--- config.mk ---
export PLATFORM = sky130hd
export DESIGN_NAME = text_console_cursor_control
export DESIGN_NICKNAME = d
export VERILOG_FILES = /design/src/rtl/tcc_pkg.sv /design/src/rtl/text_console_cursor_control.sv /design/src/rtl/tcc_step.sv
export SDC_FILE = /design/constraint.sdc
export NUM_CORES = 1
export LEC_CHECK = 0
export BUFFER_PORTS_ARGS = -buffer_cell sky130_fd_sc_hd__buf_2
export CORE_MARGIN = 1
export CORE_UTILIZATION = 53
export DETAILED_ROUTE_END_ITERATION = 12
export GPL_TIMING_DRIVEN = 0
export PLACE_DENSITY = 0.75
export SYNTH_ARGS = -nofsm -noshare
export SYNTH_HDL_FRONTEND = slang
export SYNTH_SLANG_ARGS = --single-unit
--- constraint.sdc ---
create_clock -name clk -period 5.7 [get_ports clk]
set_clock_uncertainty 0.1 [all_clocks]
set_input_delay 0.285 -clock clk [delete_from_list [all_inputs] [get_ports clk]]
set_output_delay 0.285 -clock clk [all_outputs]
set_load 0.02 [all_outputs]
--- src/rtl/tcc_pkg.sv ---
`default_nettype none

package tcc_pkg;

  localparam int MAX_COLUMNS = 256;
  localparam int MAX_ROWS    = 256;

  localparam logic [7:0] COL_LIMIT = 8'(MAX_COLUMNS - 1);
  localparam logic [7:0] ROW_LIMIT = 8'(MAX_ROWS - 1);

  localparam logic [7:0] CH_TAB = 8'd9;
  localparam logic [7:0] CH_LF  = 8'd10;
  localparam logic [7:0] CH_CR  = 8'd13;
  localparam logic [7:0] CH_BS  = 8'd8;

  localparam int CFG_INDEX_W = 3;
  localparam int CFG_DATA_W  = 8;

  typedef enum logic [CFG_INDEX_W-1:0] {
    REG_ENABLE = 3'd0,
    REG_LEFT   = 3'd1,
    REG_TOP    = 3'd2,
    REG_RIGHT  = 3'd3,
    REG_BOTTOM = 3'd4
  } cfg_reg_t;

  typedef enum logic [1:0] {
    ACT_NONE  = 2'd0,
    ACT_DRAW  = 2'd1,
    ACT_CLEAR = 2'd2
  } cell_act_t;

  typedef struct packed {
    logic       enable;
    logic [7:0] left;
    logic [7:0] right;
    logic [7:0] bottom;
  } window_t;

  typedef struct packed {
    logic [7:0] cursor_row;
    logic [7:0] cursor_column;
    logic       scroll_request;
    logic [7:0] glyph_code;
    logic [7:0] cell_row;
    logic [7:0] cell_column;
    cell_act_t  cell_action;
  } result_t;

  localparam int RESULT_W = $bits(result_t);
  localparam int OUT_DATA_W = ((RESULT_W + 7) / 8) * 8;

  function automatic logic [7:0] sat_col(input logic [7:0] v);
    return (v > COL_LIMIT) ? COL_LIMIT : v;
  endfunction

  function automatic logic [7:0] sat_row(input logic [7:0] v);
    return (v > ROW_LIMIT) ? ROW_LIMIT : v;
  endfunction

endpackage

`default_nettype wire

--- src/rtl/text_console_cursor_control.sv ---
`default_nettype none

// Text console cursor controller. Each character byte on the slave stream
// yields exactly one command on the master stream: a cell action (none, draw
// glyph, clear cell) at a given column and row, a scroll request, and the
// cursor position after the character. Tab, return, line feed and backspace
// move the cursor; other bytes draw and advance, wrapping at the right edge
// and scrolling at the bottom edge of the window. One item per clock is taken
// unless the output stalls; bytes pass the input, then the result register.
// User must write window/enable registers via cfg port only while idle; unchecked.

module text_console_cursor_control (
  input  wire logic                                clk,
  input  wire logic                                rst,
  input  wire logic                                cfg_we,
  input  wire logic [tcc_pkg::CFG_INDEX_W-1:0]     cfg_index,
  input  wire logic [tcc_pkg::CFG_DATA_W-1:0]      cfg_data,
  input  wire logic                                s_tvalid,
  output      logic                                s_tready,
  input  wire logic [7:0]                          s_tdata,  // char_code
  output      logic                                m_tvalid,
  input  wire logic                                m_tready,
  // cell_action[1:0], cell_column, cell_row, glyph_code, scroll_request,
  // cursor_column, cursor_row, zero fill
  output      logic [tcc_pkg::OUT_DATA_W-1:0]      m_tdata
);

  tcc_pkg::window_t win;
  logic             in_valid;
  logic [7:0]       in_char;
  logic [7:0]       cursor_col;
  logic [7:0]       cursor_line;
  logic             advance;
  tcc_pkg::result_t step_result;
  tcc_pkg::result_t out_result;

  always_ff @(posedge clk) begin
    if (rst) begin
      win.enable <= 1'b0;
      win.left   <= 8'd0;
      win.right  <= 8'd79;
      win.bottom <= 8'd24;
    end else if (cfg_we) begin
      case (cfg_index)
        tcc_pkg::REG_ENABLE: win.enable <= cfg_data[0];
        tcc_pkg::REG_LEFT:   win.left   <= cfg_data;
        tcc_pkg::REG_RIGHT:  win.right  <= cfg_data;
        tcc_pkg::REG_BOTTOM: win.bottom <= cfg_data;
        default: ;
      endcase
    end
  end

  assign advance  = in_valid && (!m_tvalid || m_tready);
  assign s_tready = !in_valid || advance;

  always_ff @(posedge clk) begin
    if (rst) begin
      in_valid <= 1'b0;
    end else if (s_tready) begin
      in_valid <= s_tvalid;
    end
  end

  always_ff @(posedge clk) begin
    if (s_tvalid && s_tready) begin
      in_char <= s_tdata;
    end
  end

  tcc_step u_step (
    .char_code (in_char),
    .cur_col   (cursor_col),
    .cur_row   (cursor_line),
    .win       (win),
    .result    (step_result)
  );

  always_ff @(posedge clk) begin
    if (rst) begin
      m_tvalid    <= 1'b0;
      cursor_col  <= 8'd0;
      cursor_line <= 8'd0;
    end else begin
      if (advance) begin
        m_tvalid    <= 1'b1;
        cursor_col  <= step_result.cursor_column;
        cursor_line <= step_result.cursor_row;
      end else if (m_tready) begin
        m_tvalid <= 1'b0;
      end
    end
  end

  always_ff @(posedge clk) begin
    if (advance) begin
      out_result <= step_result;
    end
  end

  assign m_tdata = {{(tcc_pkg::OUT_DATA_W - tcc_pkg::RESULT_W){1'b0}}, out_result};

  ap_cursor_tracks_output: assert property (@(posedge clk) disable iff (rst)
    m_tvalid |-> (out_result.cursor_column == cursor_col &&
                  out_result.cursor_row == cursor_line))
    else $error("cursor state differs from last result");

  ap_none_is_clean: assert property (@(posedge clk) disable iff (rst)
    (m_tvalid && out_result.cell_action == tcc_pkg::ACT_NONE) |->
      (out_result.cell_column == 8'd0 && out_result.cell_row == 8'd0 &&
       out_result.glyph_code == 8'd0))
    else $error("no-action result carries cell data");

  ap_clear_no_glyph: assert property (@(posedge clk) disable iff (rst)
    (m_tvalid && out_result.cell_action == tcc_pkg::ACT_CLEAR) |->
      out_result.glyph_code == 8'd0)
    else $error("clear result carries a glyph");

  ap_scroll_pins_bottom: assert property (@(posedge clk) disable iff (rst)
    (m_tvalid && out_result.scroll_request) |->
      out_result.cursor_row == tcc_pkg::sat_row(win.bottom))
    else $error("scroll without pinning to bottom row");

  ap_draw_not_control: assert property (@(posedge clk) disable iff (rst)
    (m_tvalid && out_result.cell_action == tcc_pkg::ACT_DRAW) |->
      (out_result.glyph_code != tcc_pkg::CH_TAB && out_result.glyph_code != tcc_pkg::CH_CR &&
       out_result.glyph_code != tcc_pkg::CH_LF && out_result.glyph_code != tcc_pkg::CH_BS))
    else $error("control byte drawn as glyph");

endmodule

`default_nettype wire

--- src/rtl/tcc_step.sv ---
`default_nettype none

module tcc_step (
  input  wire logic              [7:0] char_code,
  input  wire logic              [7:0] cur_col,
  input  wire logic              [7:0] cur_row,
  input  wire tcc_pkg::window_t        win,
  output tcc_pkg::result_t             result
);

  logic [7:0] x1;
  logic [7:0] x2;
  logic [7:0] y2;
  logic [8:0] x;
  logic [9:0] y;
  logic [7:0] x_wrap;
  logic [9:0] y_wrap;
  logic [7:0] x_out;
  logic [7:0] y_out;
  logic       scroll;

  assign x1 = tcc_pkg::sat_col(win.left);
  assign x2 = tcc_pkg::sat_col(win.right);
  assign y2 = tcc_pkg::sat_row(win.bottom);

  always_comb begin
    result = '0;
    x = {1'b0, cur_col};
    y = {2'b00, cur_row};
    case (char_code)
      tcc_pkg::CH_TAB: begin
        x = (x + 9'd8) & ~9'd7;
      end
      tcc_pkg::CH_CR: begin
        x = {1'b0, x1};
      end
      tcc_pkg::CH_LF: begin
        y = y + 10'd1;
        x = {1'b0, x1};
      end
      tcc_pkg::CH_BS: begin
        if (cur_col > x1) begin
          x = x - 9'd1;
          result.cell_action = tcc_pkg::ACT_CLEAR;
          result.cell_column = x[7:0];
          result.cell_row = cur_row;
        end
      end
      default: begin
        result.cell_action = tcc_pkg::ACT_DRAW;
        result.cell_column = cur_col;
        result.cell_row = cur_row;
        result.glyph_code = char_code;
        x = x + 9'd1;
      end
    endcase

    if (x > {1'b0, x2}) begin
      x_wrap = x1;
      y_wrap = y + 10'd1;
    end else begin
      x_wrap = x[7:0];
      y_wrap = y;
    end

    scroll = y_wrap > {2'b00, y2};
    x_out = x_wrap;
    y_out = scroll ? y2 : y_wrap[7:0];

    if (!win.enable) begin
      result = '0;
      result.cursor_column = cur_col;
      result.cursor_row = cur_row;
    end else begin
      result.scroll_request = scroll;
      result.cursor_column = x_out;
      result.cursor_row = y_out;
    end
  end

endmodule

`default_nettype wire
### Yosys cells after proc, flatten, opt, wreduce, memory -nomap -nowiden

Cells that the tools add are included.

* bits in registers: 94
* bits of input ports: 24

* add/sub/neg operators: 5
* order comparisons: 6
* eq/ne operators: 7
* mux-type cells: 14
* bitwise operators: 1
* reduce and logical (&&, ||, !) cells: 15

Operator list (number)
* $mux 8: 5
* $pmux 18 s2: 1
* $eq 8x4->1 const B: 4
* $pmux 9 s3: 1
* $gt 8x8->1 const B: 3
* $mux 10: 2
* $add 8x1->9 const B: 2
* $mux 18: 1
* $mux 17: 1
* $add 10x1->10 const B: 1
* $gt 10x8->1: 1
* $add 8x4->9 const B: 1
* $gt 9x8->1: 1
* $mux 9: 1
* $sub 8x1->9 const B: 1
* $gt 8x8->1: 1
* $reduce_and 2->1: 4
* $reduce_or 5->1: 1
* $eq 3x1->1 const B: 1
* $eq 3x2->1 const B: 1
* $eq 3x3->1 const B: 1
* $logic_not 3->1: 1
* $reduce_or 3->1: 1
* $logic_and 1x1->1: 2
* 6 further kinds: 9

### Depth between registers and ports, before layout

Gate-level depths: netlist of run 1.

* depth after elaboration: 10
* mapped depth: 29
* depth with buffers taken out: 26

### Hierarchy

A second synthesis of run 1 with hierarchy kept.

* cells, all modules: 610
* area total of the unflattened synthesis: 5811.8 um^2

Modules (own cells, without submodules)
* text_console_cursor_control: instances 1, cells each 229, area each 3316.9 um^2, seq. area each 2392.3 um^2
* tcc_step: instances 1, cells each 381, area each 2494.9 um^2, seq. area each 0.0 um^2

### Worst setup path before layout of run 1

OpenSTA, ideal clock, no wires.

* kind: flip-flop to flip-flop
* from: register cursor_col[3]
* to: register out_result (netlist bit m_tdata[39]) (data pin)
* arrival time: 5.644 ns
* path slack: -0.314 ns
* cell stages (with the launch flop): 26
* path buffers: 2
* period minus slack after synthesis: 6.014 ns
* cell sequence: dfxtp_1 > clkbuf_1 > inv_1 > ha_1 > a21bo_1 > or3_1 > a2111oi_0 > o21ai_1 > a22oi_1 > ha_1 > a21oi_1 > nand2_1 > a41oi_1 > o211ai_2 > nor2_1 > mux2_2 > ha_1 > nor2b_1 > o21ai_0 > nand3_1 > a221o_1 > a21oi_1 > nand2_2 > buf_6 > mux2i_1 > a21oi_1

RTL lines
* start: declaration: RTL line text_console_cursor_control.sv:31 `logic [7:0] cursor_col;`
* start signal: assignment: RTL line text_console_cursor_control.sv:87 `cursor_col <= step_result.cursor_column;`
* end signal: assignment: RTL line text_console_cursor_control.sv:97 `out_result <= step_result;`
* end: declaration: RTL line text_console_cursor_control.sv:35 `tcc_pkg::result_t out_result;`

==> out/results.tsv, run 1 <==
metric	value	unit
status	finished, final reports clean	
share of the yosys chip area belonging to registers	0.409	
Core Util, Final	0.733	
Tot Pwr	1.49	mW
CP max-delay cell	or4_1	
Clock Sinks	94	
Ports	74	
CTS root buffer	clkbuf_8	
Seq cells post-synth	94	
vias	5911	
Max Clock Freq	176	MHz
Crit. End Element	flop	
Post-DRT Antenna Nets	0	
fin crit period	5.69	ns
Setup WS pre-CTS	-1.34	ns
first-pass GRT wire length	29.1	mm
Met2 Wirelength	8.96	mm
Final Cycle Share	0.998	
diodes inserted	0	
Detailed Route Iter0 Violations	594	
placed inst area	6410	µm²
TritonCTS Buffers	9	
global route total overflow	0	
Max-Cap Viols	0	
Internal	1.09	mW
CP Launch Type	flop	
Die W	107	µm
H-tree levels	3	
ranking of synthesized cells by area	edfxtp_1, dfxtp_1, ha_1	
Switching Fraction	0.267	
synthesized area per cell	8.83	µm²
Initial Utilization	0.543	
wirelength, routed	19.5	mm
Area Growth Syn to Fin	35.2	%
row count	38	
Worst-Skew Late Latency	0.39	ns
Final Non-Filler Cells	954	
Reg power frac	0.500	
Core Region	10800	µm²
largest net degree at the start of global routing	42	
max-slew violations	0	
Max Root-Sink Buffers	2	
placed insts	875	
vias in the first global route	5403	
DR DRC count	0	
most common cell after layout, fill and taps aside	nand2_1	
CP peak stage delay	0.56	ns
post-route cell area	7920	µm²
Netlist cell types	71	
setup_tns	0	ns
Placer Congestion	1.03	
Post-synth ARST share	0	
DRT Pass-1 Iters	7	
Crit Path Category	reg2reg	
endpoints failing hold	0	
Syn Inst Count	663	
Critical Path RT	5.72	ns
Max Used Layer	met4	
max_slew headroom	0.490	
RSZ-0062 raised after global routing	true	
leak pwr	3.06	nW
Mapped Area	5860	µm²
share of cells above drive strength 1	0.339	
IO Port Bufs	67	
yosys warns	0	
clock tree from TritonCTS	built	
most frequent cells in the layout	nand2_1, buf_2, buf_4	
post-DR vias/cell	6.20	
sw power	0.398	mW
aggregate global-route resource usage	0.337	
metal3 WL	1.92	mm
Logic pwr share	0.149	
initial antenna violation count	0	
ys flop type	edfxtp_1	
final worst setup slack	0.0134	ns
worst-path fanout max	6	
Max VDD drop	133	µV
Final Setup Violations	0	
worst slew pin tran	0.763	ns
Clk pwr share	0.351	
PwrDens	188	nW/µm²
DR WL/cell	20.5	µm
Synth top area share	0.262	
WP data arrival	5.71	ns
die area	11500	µm²
Die Height	107	µm
# nets final	865	
Post-DP HPWL	13.0	mm
Final Hold Slack	0.0372	ns
Post-synth EDFFs	51	
min-delay worst type	in2reg	
Synth area leader	edfxtp_1	
clock slew at reported path FFs	0.09	ns
DRT met1 WL	7.93	mm
[area by class of cell]
class,instances,area (µm²)
Multi-Input combinational cell,484,3770
Fill cell,801,2880
Sequential cell,94,2420
Timing Repair Buffer,135,905
Buffer,44,244
Clock buffer,13,191
Tap cell,140,175
Inverter,41,154
Clock inverter,3,47.5
[layer usage]
metal	GRT usage	up-vias
met3	0.0796	78
met2	0.512	356
met4	0.143	0
li1	-	2663
met5	0	-
met1	0.458	2814
[Yosys cell counts, drive strengths merged, types with 11 or more instances]
cell,number
nand2,78
a21oi,58
edfxtp,51
nor2,48
dfxtp,43
inv,41
clkbuf,37
ha,32
o21ai,25
nand3,20
xnor2,19
and3,17
a211oi,15
and2,15
nand4,12
nor2b,12
buf,11
mux2i,11
[timing repair]
action | in CTS | in global routing
buffers inserted | 36 | 24
hold buffers | 8 | 0
setup endpoints to repair | 17 | 17
hold endpoints to repair | 8 | 0
resized for setup | 104 | 62
pin swaps | 30 | 45
[state kept, by name (all words and copies together) (netlist names)]
signal,cells
cursor_col,8
cursor_line,8
in_char,8
in_valid,1
m_tdata,43
m_tvalid,1
win,25
[power groups by stage]
stage	clock [mW]	sequential, mW	combinational (mW)
after floorplan	0	0.774	0.0857
after global placement	0	0.761	0.151
after detailed placement	0	0.761	0.156
after CTS	0.524	0.743	0.190
after global routing	0.550	0.746	0.236
final	0.523	0.744	0.222
[logic make-up after synthesis]
kind of cell | Yosys count | share of synthesized area
compound gates | 158 | 0.182
xor+xnor | 24 | 0.0372
fa+ha+maj | 32 | 0.0684
buf+inv | 89 | 0.0635
flops | 94 | 0.409
mux | 12 | 0.0207
other cells | 1 | 0.000640
simple gates | 253 | 0.219
[final timing paths]
kind,slack (ns),depth (start not counted),to,start
worst min register to register,0.38,2,win[13]$_SDFFE_PP0P_,win[13]$_SDFFE_PP0P_
worst max-delay path,0.01,27,m_tdata[36]$_DFFE_PP_,cursor_col[3]$_SDFFE_PP0P_
worst min-delay path,0.04,3,in_valid$_SDFFE_PP0N_,s_tvalid
worst max register to register,0.01,27,m_tdata[36]$_DFFE_PP_,cursor_col[3]$_SDFFE_PP0P_
[worst max-delay path: cells and delay by family, from the launching register on]
kind            cells  cell delay, ns
flops               1            0.36
mux                 1            0.14
xor+xnor            1            0.28
fa+ha+maj           3            0.74
buf+inv             4            0.60
simple gates        8            1.43
compound gates     10            1.77
Note: power is estimated with default switching activity, not from simulation.
==> inputs of run 2 (changes only) <==
--- a/config.mk
+++ b/config.mk
@@ -7,10 +7,10 @@
 export LEC_CHECK = 0
 export BUFFER_PORTS_ARGS = -buffer_cell sky130_fd_sc_hd__buf_2
 export CORE_MARGIN = 1
-export CORE_UTILIZATION = 53
+export CORE_UTILIZATION = 55
 export DETAILED_ROUTE_END_ITERATION = 12
 export GPL_TIMING_DRIVEN = 0
-export PLACE_DENSITY = 0.75
+export PLACE_DENSITY = 0.74
 export SYNTH_ARGS = -nofsm -noshare
 export SYNTH_HDL_FRONTEND = slang
 export SYNTH_SLANG_ARGS = --single-unit
==> constraint.sdc (replaced) <==
create_clock -name clk -period 5.3 [get_ports clk]
set_clock_uncertainty 0.1 [all_clocks]
set_input_delay 0.265 -clock clk [delete_from_list [all_inputs] [get_ports clk]]
set_output_delay 0.265 -clock clk [all_outputs]
set_load 0.02 [all_outputs]
==> run 2 against run 1 <==
- the run now ends with negative setup slack left
- hold slack worse by 0.016 ns
- cell count up 1.6%
- wire length down 2.4%
- register-to-register slack worse by 0.56 ns
- power down 0.64%
- clock power down 15%
- via count down 2.1%
- non-clock buffer count up 19
- sequential power up 7.5%
- fmax down 2.7%
- final area up 0.79%
- first-iteration DRC count down 6.4%
- largest cell class unchanged
==> out/results.tsv, run 2 (synthesis gave the netlist of run 1 again) <==
metric	value	unit	change
max-slew violations	0		unchanged
wirelength, routed	19.1	mm	-2.4%
Initial Utilization	0.567		+0.0247
Die W	105	µm	-1.8%
CP Launch Type	flop		
share of cells above drive strength 1	0.345		+0.00547
fill cell count	709		-11%
failing checks	negative setup slack		
die area	11100	µm²	-3.6%
RSZ-0062 raised after global routing	true		
WP data arrival	5.98	ns	+0.27 ns
most common cell after layout, fill and taps aside	nand2_1		
Placer Congestion	0.921		-11%
TritonCTS Buffers	9		unchanged
CP peak stage delay	0.39	ns	-0.17 ns
diodes inserted	0		unchanged
aggregate global-route resource usage	0.350		+0.0126
Post-DRT Antenna Nets	0		unchanged
multi-input logic area	3730	µm²	-1.1%
Final Cycle Share	1.10		+0.106
initial antenna violation count	0		unchanged
Clock Sinks	94		unchanged
Final Setup Violations	19		+19
vias in the first global route	5593		+3.5%
Crit. End Element	flop		
Max-Cap Viols	0		unchanged
final worst setup slack	-0.547	ns	-0.561 ns
sequential cell area	2430	µm²	+0.16%
row count	37		-2.6%
Core Region	10300	µm²	-4.3%
min-delay worst type	in2reg		
CP max-delay cell	or3b_4		
max reg flops	43		unchanged
clock slew at reported path FFs	0.10	ns	about the same
worst slew pin tran	1.01	ns	+0.245 ns
Final Hold Slack	0.0209	ns	-0.0162 ns
Die Height	105	µm	-1.8%
max_slew headroom	0.322		-0.168
H-tree levels	3		unchanged
Post-DP HPWL	12.9	mm	-0.59%
Worst-Skew Late Latency	0.39	ns	about the same
worst-path fanout max	6		unchanged
first-pass GRT wire length	29.5	mm	+1.3%
vias	5786		-2.1%
Detailed Route Iter0 Violations	556		-6.4%
Max VDD drop	181	µV	+36%
status	finished, violations left		
Critical Path RT	5.43	ns	-0.29 ns
clock tree from TritonCTS	built		
DR DRC count	0		unchanged
most frequent cells in the layout	nand2_1, buf_2, buf_4		
fin crit period	5.85	ns	+0.161 ns
Critical R2R Launch	win[23]$_SDFFE_PP0P_		
Crit Path Category	reg2reg		
# nets final	884		+2.2%
Max Root-Sink Buffers	2		unchanged
CTS root buffer	clkbuf_8		
DR WL/cell	19.7	µm	-3.9%
DRT Pass-1 Iters	5		-2
reg2reg setup slack	-0.55	ns	-0.56 ns
endpoints failing hold	0		unchanged
Ports	74		unchanged
PwrDens	185	nW/µm²	-1.4%
global route total overflow	0		unchanged
min-delay src	cfg_data[6]		
post-DR vias/cell	5.97		-3.6%
Critical Path Source	win[23]$_SDFFE_PP0P_		
leak pwr	3.13	nW	+2.2%
IO Port Bufs	67		unchanged
Area Growth Syn to Fin	36.2	%	
largest net degree at the start of global routing	34		-19%
Max Clock Freq	171	MHz	-2.7%
Tot Pwr	1.48	mW	-0.64%
run 2: changes by cell type in the layout (fill, tap and decap cells not counted), moves of 3 or more:
cell and delta:
mux2i_4 +3, ha_4 -5, buf_6 +6, buf_4 +10, ha_1 +6
run 2: final timing paths:
| kind | to | cells past startpoint |
|---|---|---|
| setup reg to reg | m_tdata[38]$_DFFE_PP_ | 27 |
| setup / recovery | m_tdata[38]$_DFFE_PP_ | 27 |
| hold reg to reg | win[6]$_SDFFE_PP0P_ | 2 |
| hold / removal | win[14]$_SDFFE_PP1P_ | 2 |
run 2: repair_timing:
| action | CTS | global route |
|---|---|---|
| gates resized for setup | 82 | 51 |
| hold endpoints to repair | 8 | 0 |
| hold buffers | 8 | 0 |
| pin swaps | 37 | 38 |
| setup buffers | 66 | 10 |
| cloned | 1 | 0 |
| endpoints found under the setup margin | 17 | 19 |
run 2: worst max-delay path: cells and delay by family (launching register included):
kind	cells	cell delay, ns
DFF	1	0.36
and+or+nand+nor	7	1.29
xor gates and xnor gates	2	0.44
adders and majority gates	3	0.83
buffers and inverters	4	0.52
AOI/OAI and AO/OA	11	2.11
run 2: layer usage:
layer	GRT usage	vias to the layer above	wire [µm]
li1	-	2695	-
met1	0.468	2700	8000
met2	0.547	333	8760
met3	0.0574	58	1510
met4	0.173	0	793
met5	0	-	0
run 2: cell type report:
class / instances / share of cell area
multi-input cells: 484 / 0.468
flip-flops and latches: 94 / 0.304
repair buffers: 151 / 0.132
plain buffers: 47 / 0.0334
well taps: 136 / 0.0213
inverters: 41 / 0.0193
clock buffers: 11 / 0.0177
clock inverters: 5 / 0.00408
run 2: power breakdown:
| group | switching (mW) | internal [mW] | total [mW] |
|---|---|---|---|
| Sequential | 0.0127 | 0.787 | 0.800 |
| Combinational | 0.139 | 0.0962 | 0.235 |
| Clock | 0.261 | 0.183 | 0.445 |
run 2: per-stage QoR:
step	cell area (µm²)	TNS [ns]	utilization	setup slack, ns	cells
after detailed placement	6560	-14.69	0.635	-1.05	871
after global placement	6540	-13.37	0.633	-0.970	870
final	7980	-7.66	0.773	-0.547	969
after CTS	7680	-4.42	0.744	-0.329	961
after floorplan	6030	0	-	0.00183	667
after global routing	7980	-10.12	0.773	-0.681	969
==> inputs of run 3 (changes only) <==
--- a/config.mk
+++ b/config.mk
@@ -5,7 +5,7 @@
 export SDC_FILE = /design/constraint.sdc
 export NUM_CORES = 1
 export LEC_CHECK = 0
-export BUFFER_PORTS_ARGS = -buffer_cell sky130_fd_sc_hd__buf_2
+export BUFFER_PORTS_ARGS = -buffer_cell sky130_fd_sc_hd__buf_4
 export CORE_MARGIN = 1
 export CORE_UTILIZATION = 55
 export DETAILED_ROUTE_END_ITERATION = 12
@@ -13,4 +13,5 @@
 export PLACE_DENSITY = 0.74
 export SYNTH_ARGS = -nofsm -noshare
 export SYNTH_HDL_FRONTEND = slang
+export SYNTH_HIERARCHICAL = 1
 export SYNTH_SLANG_ARGS = --single-unit
==> run 3 against run 2 <==
- the run still ends with negative setup slack left
- synthesized cell count is 8.0% lower
- via count is 12% lower
- largest cell class unchanged
- sequential cell count stayed put
- count of clock-buffer cells in the layout is 1 lower
- critical path depth is 1 higher
- die area is 0.73% lower
- first-iteration DRC count is 16% lower
- fmax is 6.9% lower
- global-route usage is 5.5 points lower
==> out/results.tsv, run 3 <==
metric	value	unit	change
Mapped Area	5810	µm²	-0.75%
synthesized area per cell	9.53	µm²	+7.9%
clock slew at reported path FFs	0.10	ns	about the same
share of the yosys chip area belonging to registers	0.412		+0.00308
Clock Sinks	94		unchanged
min-delay worst type	in2reg		
ys flop type	edfxtp_1		
CTS root buffer	clkbuf_8		
max_slew headroom	0.311		-0.0106
Seq cells post-synth	94		unchanged
H-tree levels	3		unchanged
initial antenna violation count	0		unchanged
Post-synth ARST share	0		unchanged
IO Port Bufs	67		unchanged
wirelength, routed	16.0	mm	-16%
Syn Inst Count	610		-8.0%
max-slew violations	0		unchanged
share of cells above drive strength 1	0.256		-0.0881
Synth top area share	0.264		+0.00197
CP max-delay cell	or4b_4		
Final Hold Slack	0.0278	ns	+0.00687 ns
Max VDD drop	234	µV	+30%
CP peak stage delay	0.61	ns	+0.22 ns
failing checks	negative setup slack		
DR DRC count	0		unchanged
# nets final	784		-11%
Worst-Skew Late Latency	0.38	ns	about the same
most frequent cells in the layout	buf_4, nor2_1, edfxtp_1		
global route total overflow	0		unchanged
RSZ-0062 raised after global routing	true		
vias in the first global route	4721		-16%
Die W	105	µm	-0.37%
count leader, synth	nor2_1		
DRT Pass-1 Iters	5		unchanged
largest net degree at the start of global routing	53		+56%
Die Height	105	µm	-0.37%
aggregate global-route resource usage	0.294		-0.0555
leak pwr	2.87	nW	-8.4%
Critical Path Source	in_char[7]$_DFFE_PP_		
WP data arrival	6.44	ns	+0.46 ns
setup_tns	-15.03	ns	-7.38 ns
Detailed Route Iter0 Violations	467		-16%
Initial Utilization	0.565		-0.00171
most common cell after layout, fill and taps aside	buf_4		
Max Clock Freq	159	MHz	-6.9%
max reg flops	43		unchanged
DR WL/cell	18.4	µm	-6.4%
Crit Path Category	reg2reg		
Critical Path RT	5.46	ns	+0.03 ns
Placer Congestion	0.900		-2.3%
die area	11000	µm²	-0.73%
Crit. End Element	flop		
final worst setup slack	-0.980	ns	-0.433 ns
Max-Cap Viols	0		unchanged
Max Root-Sink Buffers	2		unchanged
first-pass GRT wire length	24.8	mm	-16%
post-DR vias/cell	5.85		-2.1%
Final Setup Violations	17		-2
Post-DP HPWL	11.2	mm	-13%
fin crit period	6.28	ns	+0.433 ns
reg-to-reg endpoint	cursor_line[5]$_SDFFE_PP0P_		
Post-DRT Antenna Nets	0		unchanged
worst-path fanout max	6		unchanged
PwrDens	204	nW/µm²	+9.8%
yosys warns	6		+6
Ports	74		unchanged
Netlist cell types	72		+1.4%
synth cell count leaders	nor2_1, edfxtp_1, a21oi_1, dfxtp_1, mux2i_1		
Post-synth EDFFs	51		unchanged
vias	5081		-12%
Area Growth Syn to Fin	25.0	%	
reg2reg setup slack	-0.98	ns	-0.43 ns
ranking of synthesized cells by area	edfxtp_1, dfxtp_1, mux2i_1		
diodes inserted	0		unchanged
Reg2Reg Depth	28		+3.7%
crit path to	cursor_line[5]$_SDFFE_PP0P_		
clock tree from TritonCTS	built		
worst slew pin tran	1.03	ns	+0.0252 ns
Final Cycle Share	1.18		+0.0816
Core Region	10300	µm²	-0.45%
Synth area leader	edfxtp_1		
status	finished, violations left		
endpoints failing hold	0		unchanged
row count	37		unchanged
TritonCTS Buffers	9		unchanged
Critical R2R Launch	in_char[7]$_DFFE_PP_		
CP Launch Type	flop		
-- run 3: stage by stage --
stage	total power [mW]	util	area (µm²)	cells	worst slack (ns)
floorplan	0.911	-	5880	614	-0.491
global placement	0.969	0.638	6560	817	-1.50
detailed placement	0.972	0.638	6560	817	-1.62
CTS	1.48	0.690	7090	861	-0.871
global route	1.53	0.707	7270	869	-1.19
finish	1.48	0.707	7270	869	-0.980
-- run 3: how the worst min path moves through the flow --
stage	start	to	slack (ns)	cells past startpoint
finish	s_tvalid	in_valid$_SDFFE_PP0P_	0.03	3
global route	s_tvalid	in_valid$_SDFFE_PP0P_	0.03	3
CTS	s_tvalid	in_valid$_SDFFE_PP0P_	0.02	3
detailed placement	s_tdata[5]	in_char[5]$_DFFE_PP_	0.34	1
global placement	s_tdata[3]	in_char[3]$_DFFE_PP_	0.34	1
floorplan	s_tdata[0]	in_char[0]$_DFFE_PP_	0.26	0
-- run 3: kinds of logic after synthesis --
kind of cell               synth area share
and+or+nand+nor                       0.200
AOI/OAI and AO/OA                     0.151
DFF                                   0.412
buffers and inverters                0.0648
muxes                                0.0779
adders and majority gates            0.0689
xor gates and xnor gates             0.0256
other                              0.000645
-- run 3: where the power goes --
group	leakage [nW]	internal, mW	switching (mW)
Combinational	1.93	0.0725	0.101
Sequential	0.838	0.789	0.0121
Clock	0.0991	0.223	0.282
-- run 3: per-layer routing --
layer  GRT usage  share of wire  routed length [µm]  vias up
met2       0.456           0.46                7350      232
met4       0.113          0.023                 372        0
met3      0.0512          0.076                1210       38
li1            -              -                   -     2410
met5           0              0                   0        -
met1       0.410           0.44                7090     2401
-- run 3: worst max-delay path: cells and delay by family (launching register included) --
| kind | cells | cell delay, ns |
|---|---|---|
| flops | 1 | 0.41 |
| fa+ha+maj | 2 | 0.55 |
| xor+xnor | 1 | 0.17 |
| buf+inv | 3 | 0.43 |
| mux | 2 | 0.33 |
| compound gates | 16 | 2.76 |
| simple gates | 4 | 1.40 |
-- run 3: timing repair --
| item | CTS | global route |
|---|---|---|
| hold buffers | 8 | 0 |
| cloned | 1 | 0 |
| pin swaps | 21 | 26 |
| resized for setup | 22 | 24 |
| endpoints found under the hold margin | 8 | 0 |
| setup buffers | 24 | 8 |
| endpoints found under the setup margin | 17 | 17 |
-- run 3: layout make-up --
| class | count | area, µm² |
|---|---|---|
| fillers | 788 | 3010 |
| clock inverters | 6 | 68.8 |
| well taps | 136 | 170 |
| clock buffers | 10 | 128 |
| flip-flops and latches | 94 | 2390 |
| repair buffers | 106 | 830 |
| multi-input cells | 438 | 3310 |
| plain buffers | 38 | 213 |
| inverters | 41 | 154 |
